`src/albc_pkg.sv`:
```
package albc_pkg;

  localparam int SENSOR_FULL_SCALE = 100;

  localparam int LEVEL_W     = 7;
  localparam int COUNT_W     = 8;
  localparam int WAIT_W      = 16;
  localparam int SAMPLE_W    = 16;
  localparam int CFG_INDEX_W = 3;
  localparam int CFG_DATA_W  = 16;

  typedef logic [LEVEL_W-1:0]  level_t;
  typedef logic [COUNT_W-1:0]  count_t;
  typedef logic [WAIT_W-1:0]   wait_t;
  typedef logic signed [SAMPLE_W-1:0] sample_t;
  typedef logic [CFG_INDEX_W-1:0] cfg_index_t;
  typedef logic [CFG_DATA_W-1:0]  cfg_data_t;

  localparam level_t LEVEL_MAX = 7'd100;

  localparam logic MODE_SAMPLE = 1'b0;
  localparam logic MODE_TICK   = 1'b1;

  typedef enum logic [CFG_INDEX_W-1:0] {
    REG_DUTY_FLOOR       = 3'd0,
    REG_DUTY_CEILING     = 3'd1,
    REG_CHANGE_THRESHOLD = 3'd2,
    REG_WINDOW_SAMPLES   = 3'd3,
    REG_NEEDED_HITS      = 3'd4,
    REG_BRIGHTEN_WAIT    = 3'd5,
    REG_DARKEN_WAIT      = 3'd6
  } cfg_reg_t;

  localparam level_t RST_DUTY_FLOOR       = 7'd5;
  localparam level_t RST_DUTY_CEILING     = 7'd100;
  localparam level_t RST_CHANGE_THRESHOLD = 7'd10;
  localparam count_t RST_WINDOW_SAMPLES   = 8'd10;
  localparam count_t RST_NEEDED_HITS      = 8'd3;
  localparam wait_t  RST_BRIGHTEN_WAIT    = 16'd3;
  localparam wait_t  RST_DARKEN_WAIT      = 16'd10;
  localparam level_t RST_LEVEL            = 7'd100;

endpackage

```
`src/albc_ifs.sv`:
```
interface albc_sample_if;
  logic              valid;
  logic              ready;
  logic              mode;
  albc_pkg::sample_t light_sample;

  modport source (output valid, output mode, output light_sample, input ready);
  modport sink   (input valid, input mode, input light_sample, output ready);
endinterface

interface albc_result_if;
  logic             valid;
  logic             ready;
  albc_pkg::level_t duty_level;
  logic             window_open;
  logic             ramping;

  modport source (output valid, output duty_level, output window_open, output ramping,
                  input ready);
  modport sink   (input valid, input duty_level, input window_open, input ramping,
                  output ready);
endinterface

interface albc_cfg_if;
  logic                 valid;
  logic                 ready;
  albc_pkg::cfg_index_t index;
  albc_pkg::cfg_data_t  data;

  modport source (output valid, output index, output data, input ready);
  modport sink   (input valid, input index, input data, output ready);
endinterface

```
`src/ambient_light_backlight_controller_core.sv`:
```
// Ambient-light backlight controller. Each word on the sample channel is either a light
// reading (mode 0) or a time tick (mode 1), and every word yields exactly one result word
// carrying the driven duty level and the window/ramp flags after that word. A new word is
// taken every cycle while sample ready is high, the pipeline depth being set by the level
// mapping, which scales the reading through two registered multiplications (span times
// reading, then a reciprocal of the full-scale constant) and a correction stage before the
// state update. Ready on the sample side only drops when the result register is held and
// every stage behind it is full. Registers are written on the configuration channel, which
// is always ready; write them only while no word is in flight.
module ambient_light_backlight_controller_core #(
  parameter int SensorFullScale = albc_pkg::SENSOR_FULL_SCALE
) (
  input  logic          clk,
  input  logic          rst,
  albc_sample_if.sink   sample,
  albc_result_if.source result,
  albc_cfg_if.sink      cfg
);
  import albc_pkg::*;

  localparam int ScaleW     = $clog2(SensorFullScale + 1);
  localparam int ProdW      = $clog2((2**LEVEL_W - 1) * SensorFullScale + 1);
  localparam int RecipShift = ProdW;
  localparam int RecipW     = RecipShift + 1;
  localparam int WideW      = ProdW + RecipW;
  localparam int Recip      = (1 << RecipShift) / SensorFullScale;

  localparam logic [SAMPLE_W-1:0] FULL_S = SAMPLE_W'(SensorFullScale);
  localparam logic [ProdW-1:0]    FULL_P = ProdW'(SensorFullScale);
  localparam logic [RecipW-1:0]   RECIP  = RecipW'(Recip);

  typedef enum logic [2:0] {
    PH_NORMAL = 3'b001,
    PH_WINDOW = 3'b010,
    PH_RAMP   = 3'b100
  } phase_t;

  level_t duty_floor, duty_ceiling, change_threshold;
  count_t window_samples, needed_hits;
  wait_t  brighten_wait, darken_wait;

  assign cfg.ready = 1'b1;

  always_ff @(posedge clk) begin
    if (rst) begin
      duty_floor       <= RST_DUTY_FLOOR;
      duty_ceiling     <= RST_DUTY_CEILING;
      change_threshold <= RST_CHANGE_THRESHOLD;
      window_samples   <= RST_WINDOW_SAMPLES;
      needed_hits      <= RST_NEEDED_HITS;
      brighten_wait    <= RST_BRIGHTEN_WAIT;
      darken_wait      <= RST_DARKEN_WAIT;
    end else if (cfg.valid && cfg.ready) begin
      case (cfg_reg_t'(cfg.index))
        REG_DUTY_FLOOR:       duty_floor       <= cfg.data[LEVEL_W-1:0];
        REG_DUTY_CEILING:     duty_ceiling     <= cfg.data[LEVEL_W-1:0];
        REG_CHANGE_THRESHOLD: change_threshold <= cfg.data[LEVEL_W-1:0];
        REG_WINDOW_SAMPLES:   window_samples   <= cfg.data[COUNT_W-1:0];
        REG_NEEDED_HITS:      needed_hits      <= cfg.data[COUNT_W-1:0];
        REG_BRIGHTEN_WAIT:    brighten_wait    <= cfg.data[WAIT_W-1:0];
        REG_DARKEN_WAIT:      darken_wait      <= cfg.data[WAIT_W-1:0];
        default: ;
      endcase
    end
  end

  // pipeline control
  logic v1, v2, v3;
  logic adv4, rdy3, rdy2, rdy1;

  assign adv4 = !result.valid || result.ready;
  assign rdy3 = !v3 || adv4;
  assign rdy2 = !v2 || rdy3;
  assign rdy1 = !v1 || rdy2;
  assign sample.ready = rdy1;

  always_ff @(posedge clk) begin
    if (rst) begin
      v1           <= 1'b0;
      v2           <= 1'b0;
      v3           <= 1'b0;
      result.valid <= 1'b0;
    end else begin
      if (rdy1) v1 <= sample.valid;
      if (rdy2) v2 <= v1;
      if (rdy3) v3 <= v2;
      if (adv4) result.valid <= v3;
    end
  end

  // stage 1: clamp reading, span times reading
  logic [SAMPLE_W-2:0] sample_pos;
  logic [ScaleW-1:0]   scale_clamp;
  level_t              span_mag;
  logic [ProdW-1:0]    prod1, prod2;
  logic                mode1, mode2, mode3;
  logic                neg1, neg2;

  always_comb begin
    sample_pos = sample.light_sample[SAMPLE_W-2:0];
    if ({1'b0, sample_pos} > FULL_S) begin
      scale_clamp = FULL_S[ScaleW-1:0];
    end else begin
      scale_clamp = ScaleW'(sample_pos);
    end
    span_mag = (duty_ceiling >= duty_floor) ? duty_ceiling - duty_floor
                                            : duty_floor - duty_ceiling;
  end

  always_ff @(posedge clk) begin
    if (rdy1) begin
      mode1 <= sample.mode;
      neg1  <= sample.light_sample[SAMPLE_W-1];
      prod1 <= ProdW'(span_mag) * ProdW'(scale_clamp);
    end
  end

  // stage 2: quotient estimate by reciprocal, low by at most one
  logic [WideW-1:0] recip_prod;
  level_t           quot_est;

  assign recip_prod = WideW'(prod1) * WideW'(RECIP);

  always_ff @(posedge clk) begin
    if (rdy2) begin
      mode2    <= mode1;
      neg2     <= neg1;
      prod2    <= prod1;
      quot_est <= LEVEL_W'(recip_prod >> RecipShift);
    end
  end

  // stage 3: correct quotient, offset from floor, saturate
  logic [ProdW-1:0] rem;
  level_t           quot;
  logic [LEVEL_W:0] level_sum;
  level_t           level3;

  always_comb begin
    rem  = prod2 - ProdW'(quot_est) * FULL_P;
    quot = (rem >= FULL_P) ? quot_est + 1'b1 : quot_est;
    if (neg2) begin
      level_sum = {1'b0, duty_floor};
    end else if (duty_ceiling < duty_floor) begin
      level_sum = {1'b0, duty_floor} - {1'b0, quot};
    end else begin
      level_sum = {1'b0, duty_floor} + {1'b0, quot};
    end
  end

  always_ff @(posedge clk) begin
    if (rdy3) begin
      mode3  <= mode2;
      level3 <= (level_sum > {1'b0, LEVEL_MAX}) ? LEVEL_MAX : level_sum[LEVEL_W-1:0];
    end
  end

  // stage 4: controller state and result word
  level_t level_now, level_now_next, level_goal, level_goal_next;
  phase_t phase, phase_next;
  count_t window_count, window_count_next, hit_count, hit_count_next;
  wait_t  tick_wait, tick_wait_next;

  level_t diff, level_step;
  logic   hit, up;
  wait_t  step_wait, tick_wait_inc;
  count_t window_count_inc, hit_count_inc;

  always_comb begin
    level_now_next    = level_now;
    level_goal_next   = level_goal;
    phase_next        = phase;
    window_count_next = window_count;
    hit_count_next    = hit_count;
    tick_wait_next    = tick_wait;

    diff = (level3 > level_now) ? level3 - level_now : level_now - level3;
    hit  = diff > change_threshold;
    up   = level_goal > level_now;
    step_wait = up ? brighten_wait : darken_wait;
    tick_wait_inc    = (tick_wait != '1) ? tick_wait + 1'b1 : tick_wait;
    window_count_inc = (window_count != '1) ? window_count + 1'b1 : window_count;
    hit_count_inc    = (hit_count != '1) ? hit_count + 1'b1 : hit_count;
    if (up) begin
      level_step = level_now + 1'b1;
    end else if (level_now > level_goal) begin
      level_step = level_now - 1'b1;
    end else begin
      level_step = level_now;
    end

    case (phase)
      PH_RAMP: begin
        if (mode3 == MODE_TICK) begin
          if (tick_wait_inc >= step_wait) begin
            tick_wait_next = '0;
            level_now_next = level_step;
            if (level_step == level_goal) phase_next = PH_NORMAL;
          end else begin
            tick_wait_next = tick_wait_inc;
          end
        end
      end
      PH_WINDOW: begin
        if (mode3 == MODE_SAMPLE) begin
          window_count_next = window_count_inc;
          if (hit) hit_count_next = hit_count_inc;
          if (hit && hit_count_inc >= needed_hits) begin
            level_goal_next = level3;
            tick_wait_next  = '0;
            phase_next      = PH_RAMP;
          end else if (window_count_inc >= window_samples) begin
            phase_next = PH_NORMAL;
          end
        end
      end
      default: begin
        if (mode3 == MODE_SAMPLE) begin
          if (hit) begin
            window_count_next = '0;
            hit_count_next    = '0;
            phase_next        = PH_WINDOW;
          end else begin
            phase_next = PH_NORMAL;
          end
        end
      end
    endcase
  end

  always_ff @(posedge clk) begin
    if (rst) begin
      level_now    <= RST_LEVEL;
      level_goal   <= RST_LEVEL;
      phase        <= PH_NORMAL;
      window_count <= '0;
      hit_count    <= '0;
      tick_wait    <= '0;
    end else if (adv4 && v3) begin
      level_now    <= level_now_next;
      level_goal   <= level_goal_next;
      phase        <= phase_next;
      window_count <= window_count_next;
      hit_count    <= hit_count_next;
      tick_wait    <= tick_wait_next;
    end
  end

  always_ff @(posedge clk) begin
    if (adv4 && v3) begin
      result.duty_level  <= level_now_next;
      result.window_open <= (phase_next == PH_WINDOW);
      result.ramping     <= (phase_next == PH_RAMP);
    end
  end

endmodule

```
`src/flat_wrapper.sv`:
```
// flat-port wrapper written by rule: the top's interface ports become plain ports
module ambient_light_backlight_controller_core_flat import albc_pkg::*;
#(
  parameter int SensorFullScale = albc_pkg::SENSOR_FULL_SCALE
)
  (clk, rst, sample_valid, sample_mode, sample_light_sample, sample_ready, result_valid, result_duty_level, result_window_open, result_ramping, result_ready, cfg_valid, cfg_index, cfg_data, cfg_ready);
  albc_sample_if sample_i ();
  albc_result_if result_i ();
  albc_cfg_if cfg_i ();
  input  logic clk;
  input  logic rst;
  input wire logic [$bits(sample_i.valid)-1:0] sample_valid;
  input wire logic [$bits(sample_i.mode)-1:0] sample_mode;
  input wire logic [$bits(sample_i.light_sample)-1:0] sample_light_sample;
  output wire logic [$bits(sample_i.ready)-1:0] sample_ready;
  output wire logic [$bits(result_i.valid)-1:0] result_valid;
  output wire logic [$bits(result_i.duty_level)-1:0] result_duty_level;
  output wire logic [$bits(result_i.window_open)-1:0] result_window_open;
  output wire logic [$bits(result_i.ramping)-1:0] result_ramping;
  input wire logic [$bits(result_i.ready)-1:0] result_ready;
  input wire logic [$bits(cfg_i.valid)-1:0] cfg_valid;
  input wire logic [$bits(cfg_i.index)-1:0] cfg_index;
  input wire logic [$bits(cfg_i.data)-1:0] cfg_data;
  output wire logic [$bits(cfg_i.ready)-1:0] cfg_ready;
  assign sample_i.valid = sample_valid;
  assign sample_i.mode = sample_mode;
  assign sample_i.light_sample = sample_light_sample;
  assign sample_ready = sample_i.ready;
  assign result_valid = result_i.valid;
  assign result_duty_level = result_i.duty_level;
  assign result_window_open = result_i.window_open;
  assign result_ramping = result_i.ramping;
  assign result_i.ready = result_ready;
  assign cfg_i.valid = cfg_valid;
  assign cfg_i.index = cfg_index;
  assign cfg_i.data = cfg_data;
  assign cfg_ready = cfg_i.ready;
  ambient_light_backlight_controller_core #(.SensorFullScale(SensorFullScale)) u_core (.clk(clk), .rst(rst), .sample(sample_i), .result(result_i), .cfg(cfg_i));
endmodule
```
`config.mk`:
```
export PLATFORM = sky130hd
export DESIGN_NAME = ambient_light_backlight_controller_core_flat
export DESIGN_NICKNAME = d
export VERILOG_FILES = /design/src/albc_pkg.sv /design/src/albc_ifs.sv /design/src/ambient_light_backlight_controller_core.sv /design/src/flat_wrapper.sv
export SDC_FILE = /design/constraint.sdc
export NUM_CORES = 1
export LEC_CHECK = 0
export BUFFER_PORTS_ARGS = -buffer_cell sky130_fd_sc_hd__buf_2
export CAP_MARGIN = 20
export CORE_UTILIZATION = 40
export DETAILED_ROUTE_END_ITERATION = 6
export GPL_TIMING_DRIVEN = 0
export PLACE_DENSITY = 0.64
export SYNTH_ARGS = -nofsm -noshare
export SYNTH_HDL_FRONTEND = slang
export SYNTH_SLANG_ARGS = --single-unit
```
`constraint.sdc`:
```
create_clock -name clk -period 6.87 [get_ports clk]
set_input_delay 1.0305 -clock clk [delete_from_list [all_inputs] [get_ports clk]]
set_output_delay 1.0305 -clock clk [all_outputs]
set_load 0.02 [all_outputs]
```
# Yosys cells after proc, flatten, opt, wreduce, memory -nomap -nowiden
# Index checks and enable logic that the tools add are counted.
# totals
reg_bits,178
input_bits,41
out_inout_bits,12
wordCells,136
# op_classes
n_addsub,13
n_mul,3
n_lt_le_gt_ge,12
n_eq_ne,17
n_mux,36
bitwise_logic,2
reduce_logical,24
# ops
op,count
$mux 16,6
$mux 8,9
$mux 7,9
$pmux 16 s2,1
$pmux 8 s2,2
$gt 7x7->1,4
$sub 7x7->7,4
$mul 14x8->21 const B,1
$mux 3,7
$add 16x1->16 const B,1
$add 8x1->8 const B,2
$ge 16x16->1,1
$ge 8x8->1,2
$ne 16x16->1 const B,1
$ne 8x8->1 const B,2
$eq 3x3->1 const B,5
$gt 15x7->1 const B,1
$add 7x1->7 const B,2
$ge 14x7->1 const B,1
$mul 7x7->14,1
$reduce_and 2->1,7
$sub 14x14->14,1
$eq 3x2->1 const B,4
$mul 7x5->12 const B,1
20 further kinds,32

# Depth between registers and ports, before layout
# logic_depth
ltp_word,9
ltp_mapped,32

# Worst setup path after synthesis
# No wires, ideal clock.
# synth_timing
path_type,register -> register
from,reg u_core.duty_ceiling[1]
to,"reg u_core.prod1[13], data pin"
arrival_time_ns,6.421
required_ns,6.610
setup_slack_ns,0.189
path_stages_with_launch,31
n_path_buf,0
cell_sequence,dfxtp_1 > inv_1 > ha_1 > nor2b_1 > o21ai_0 > a21boi_0 > o21ai_0 > a21oi_1 > a41oi_1 > mux2i_1 > o221ai_1 > a221o_1 > xor2_1 > nand2_1 > fa_1 > inv_1 > ha_1 > fa_1 > inv_1 > fa_1 > inv_1 > ha_1 > inv_1 > o21bai_1 > a21oi_1 > o21bai_1 > a21oi_1 > o21bai_1 > a21oi_1 > o21ai_0 > xnor2_1
# synth_via
elab_chain_len,3
elab_cells_between_ends,5
cone_classes,add/sub: 2; mul: 1; order compare: 1; mux: 1
# synth_rtl
element,line,source
"start, declared",ambient_light_backlight_controller_core.sv:38,"level_t duty_floor, duty_ceiling, change_threshold;"
"start signal, assigned",ambient_light_backlight_controller_core.sv:56,REG_DUTY_CEILING: duty_ceiling <= cfg.data[LEVEL_W-1:0];
$sub 7x7->7 (tied with other cells),ambient_light_backlight_controller_core.sv:107,: duty_floor - duty_ceiling;
$mux 7 *,ambient_light_backlight_controller_core.sv:106,span_mag = (duty_ceiling >= duty_floor) ? duty_ceiling - duty_floor
$mul 7x7->14 *,ambient_light_backlight_controller_core.sv:114,prod1 <= ProdW'(span_mag) * ProdW'(scale_clamp);
"end signal, assigned",ambient_light_backlight_controller_core.sv:114,
"end, declared",ambient_light_backlight_controller_core.sv:95,"logic [ProdW-1:0] prod1, prod2;"
# Every way passes the cells marked *; elsewhere a longest branch is shown, timed or not.
# A chain may end at the register's enable or synchronous reset.

# Final worst setup path
# layout_timing
from,reg u_core.quot_est[2]
to,"reg u_core.level3[2], data pin"
# layout_via
elab_chain_len,8
elab_cells_between_ends,10
cone_classes,add/sub: 4; mul: 1; order compare: 2; mux: 3
# layout_rtl
element,line,source
"start, declared",ambient_light_backlight_controller_core.sv:120,level_t quot_est;
"start signal, assigned",ambient_light_backlight_controller_core.sv:129,quot_est <= LEVEL_W'(recip_prod >> RecipShift);
$mul 7x5->12,ambient_light_backlight_controller_core.sv:140,rem = prod2 - ProdW'(quot_est) * FULL_P;
$sub 14x14->14,ambient_light_backlight_controller_core.sv:140,
$ge 14x7->1,ambient_light_backlight_controller_core.sv:141,quot = (rem >= FULL_P) ? quot_est + 1'b1 : quot_est;
$mux 7 *,ambient_light_backlight_controller_core.sv:141,
$add 7x7->8 or $sub 7x7->8 (tied branches),"ambient_light_backlight_controller_core.sv:147, ambient_light_backlight_controller_core.sv:145",
$mux 8 *,ambient_light_backlight_controller_core.sv:144,end else if (duty_ceiling < duty_floor) begin
$mux 8 *,ambient_light_backlight_controller_core.sv:142,if (neg2) begin
$gt 8x7->1,ambient_light_backlight_controller_core.sv:154,"level3 <= (level_sum > {1'b0, LEVEL_MAX}) ? LEVEL_MAX : level_sum[LEVEL_W-1:0];"
"end signal, assigned",ambient_light_backlight_controller_core.sv:154,
"end, declared",ambient_light_backlight_controller_core.sv:137,level_t level3;
# Marked as above.

==> results.cfg <==
[sta]
worst_pin_slew_ps = 887
maxSlewHeadroom = 0.406
fin_crit_ps = 7030
finalHoldViolCount = 0
min_period_over_period = 1.02
setup_viol = 5
postLayoutSetupSlackWorst_ps = -157
setup_repair_after_global_routing_missed_its_margin = true
setup_skew_after_layout_ps = 17.2
slew_viol_final = 0
max_clock_freq_mhz = 142
fin_setup_tns_ps = -389

[die]
fp.coreArea_sq_mm = 0.0358
die_height_um = 194
dieArea_sq_mm = 0.0375
floorplan.io_pins = 53
core.rowCount = 69
floorplan.initialDensity = 0.410
die_width_um = 194

[synthesis]
syn_area_sq_mm = 0.0147
synth_xor_area_frac = 0.0573
yosys_warnings = 0
synthesis.instances = 1698
yosysSeqAreaShare = 0.277
synth.lib_cells_used.distinct = 76
synth_top_family_by_area = adder cells
synth-async-reset-ratio = 0
synth.net_count = 2006
avgSynthCellArea_sq_um = 8.65
synth_compound_area_frac = 0.133
yosys.area_share.adder = 0.252
synth_enable_flop_cells = 54
synth_simple_gate_area_frac = 0.178
synthFlopType = dfxtp_1
synthMuxAreaShare = 0.0414
synth.ff_latch_count = 176

[setup_path]
timing.critical_path.slowest_cell_delay_ps = 570
ff2ff_setup_slack_ps = -160
maximum_net_fanout_on_the_critical_path = 5
data_arrival_time_at_the_worst_slack_endpoint_ps = 7230
critPathSlowestCell = fa_1
cp-startpoint = u_core.quot_est[2]$_DFFE_PP_
r2r_start = u_core.quot_est[2]$_DFFE_PP_
critical_path.most_common_cell = ha_4
timing.setup.critical_path_class = reg2reg
r2r_cells = 31
timing.critical_path.buf_inv = 2
worst_setup_path_end_kind = register
rr_endpoint = u_core.level3[2]$_SDFFCE_PN1P_
path_delay_family = compound AO/OA/AOI/OAI gates
startpoint_type = register
critPathRequiredTime_ps = 7070

[outcome]
failed_checks = negative setup slack
outcome = finished, violations left

[global_route]
grt_pass1_wl_um = 56100
number_of_global_route_vias_before_repair = 11500
antenna_found_initial = 0
grtUsageTotal = 0.182
grt_start_max_net_pins = 22
globalRouteOverflowTotal = 0

[routing]
dr.pass1.iters = 5
detail_route.iter0.violations = 600
avg_vias_per_cell = 5.29
postRouteAntennaNets = 0
num_vias = 12000
routed_wirelength_um = 34200
drc = 0
route.detailed.wl_per_inst_um = 15.0

[final_layout]
drive_gt1_frac = 0.110
final_net_count = 2110
syn2layout_area_growth_pct = 13.4
n_antenna_cell = 0
filler_cell_count = 3395

[power_and_ir_drop]
p_leak_nw = 7.24
vdd_drop_max_mv = 0.566
power.density_mw_per_mm2 = 547
post-layout-total-power_mw = 9.11

[cts]
ctsHtreeMaxLevel = 4
clockRootBuffer = clkbuf_16
worstSkewPairLatency_ps = 460
cts_num_sinks = 176
tritoncts_clock_tree = yes
clk_path_buf_depth = 2
worst_setup_hold_path_clk_slew_ps = 70
cts-buffers-inserted = 17
cts-hold-fix-buffers = 0

[placed_design]
place_congestion = 0.896
port_buffers = 50
dp_hpwl_um = 26200

[flow_run]
max-cap-violations = 0

[worst_hold_path]
whs_path_depth = 0
hold_path_class = reg2reg
worst_hold_startpoint = u_core.neg1$_DFFE_PP_
min_to = u_core.neg2$_DFFE_PP_
==> synthesized netlist by cell type (21+ instances only) <==
cell      instances  area share
a21o_1           31       0.016
a21oi_1         129       0.044
clkbuf_1         41       0.010
dfxtp_1         122        0.17
edfxtp_1         54        0.11
fa_1             47       0.064
ha_1            220        0.19
inv_1           178       0.046
mux2i_1          45       0.031
nand2_1         201       0.051
nand2b_1         27       0.012
nand3_1          45       0.015
nor2_1          142       0.036
nor2b_1          21      0.0089
nor3_1           31       0.011
o21ai_0          44       0.015
xnor2_1          71       0.042
xor2_1           25       0.015
==> registers in the layout (all words and copies together), names as in the netlist, 8 cells and up <==
name                   cells
u_core.window_count        8
u_core.window_samples      8
u_core.brighten_wait      16
u_core.darken_wait        16
u_core.hit_count           8
u_core.prod2              12
u_core.prod1              14
u_core.needed_hits         8
u_core.tick_wait          16
==> stage by stage <==
stage                     cell area [sq um]  instances  setup slack [ps]  utilization  hold WS (ps)
after detailed placement              15500       2212              -925        0.433           407
final                                 16700       2276              -157        0.465           423
after global placement                15500       2209              -793        0.433           405
after CTS                             16400       2259              24.2        0.456           424
after global routing                  16700       2276              -403        0.465           427
after floorplan                       14700       1698               189            -           400
==> what timing repair did <==
action,in CTS,in global routing
gates cloned,0,0
resized for setup,23,34
hold endpoints to repair,0,0
buffers inserted,15,17
endpoints found under the setup margin,14,11
pin swaps,10,33
==> kinds of logic after synthesis <==
group / Yosys count
XOR/XNOR: 96
other: 1
AO/OA/AOI/OAI: 310
flip-flops: 176
adder cells (fa/ha/maj): 267
multiplexers: 59
AND/OR/NAND/NOR: 559
buffers and inverters: 230
==> worst reg2reg max path, delay by kind of cell (launching register included) <==
kind / cells / cell delay (ps)
simple gates: 8 / 1280
compound gates: 12 / 2220
flops: 1 / 510
buf+inv: 2 / 300
fa+ha+maj: 6 / 2010
xor+xnor: 3 / 460
==> final cells by class <==
| class | instances | area, sq um | share of cell area |
|---|---|---|---|
| Buffer | 51 | 229 | 0.0137 |
| Clock buffer | 17 | 425 | 0.0255 |
| Clock inverter | 15 | 163 | 0.00977 |
| Inverter | 179 | 672 | 0.0403 |
| Multi-Input combinational cell | 1292 | 10000 | 0.601 |
| Sequential cell | 176 | 4070 | 0.244 |
| Tap cell | 461 | 577 | 0.0346 |
| Timing Repair Buffer | 85 | 515 | 0.0310 |
==> placed cells by master (no fill, tap or decap), types with 17 or more instances in the layout <==
cell type  count
a21o_1        31
clkbuf_16     17
buf_4         35
nand2b_1      27
o21ai_0       38
xnor2_1       68
ha_1         213
mux2i_1       44
o21a_1        18
inv_1        177
dfxtp_1      120
edfxtp_1      54
nor3_1        30
buf_2         52
xor2_1        23
nand3_1       45
nor2b_1       20
clkbuf_1      41
nor2_1       138
fa_1          46
a21oi_1      119
nand2_1      201
==> worst max-delay path by stage <==
stage	end	slack, ps	cells past startpoint
after floorplan	u_core.prod1[13]$_DFFE_PP_	190	30
after global placement	u_core.prod1[13]$_DFFE_PP_	-790	25
after detailed placement	u_core.prod1[13]$_DFFE_PP_	-930	25
after CTS	u_core.prod1[13]$_DFFE_PP_	20	27
after global routing	u_core.level3[2]$_SDFFCE_PN1P_	-400	32
final	u_core.level3[2]$_SDFFCE_PN1P_	-160	31
==> per-layer routing <==
metal / vias up / track usage / share of wire / wire length (um)
met5: - / 0 / 0 / 0
met4: 0 / 0.0551 / 0.018 / 620
met3: 38 / 0.0253 / 0.036 / 1220
li1: 6052 / - / - / -
met1: 5716 / 0.239 / 0.47 / 15900
met2: 226 / 0.310 / 0.48 / 16400
==> report_power, final <==
part	leakage, nW	internal (mW)	total [mW]	switching [mW]
registers	1.54	1.33	1.47	0.143
clock network	0.292	0.489	0.985	0.496
logic	5.41	3.12	6.66	3.54
total	7.24	4.94	9.11	4.18
Power figures use the tool's default switching activity.
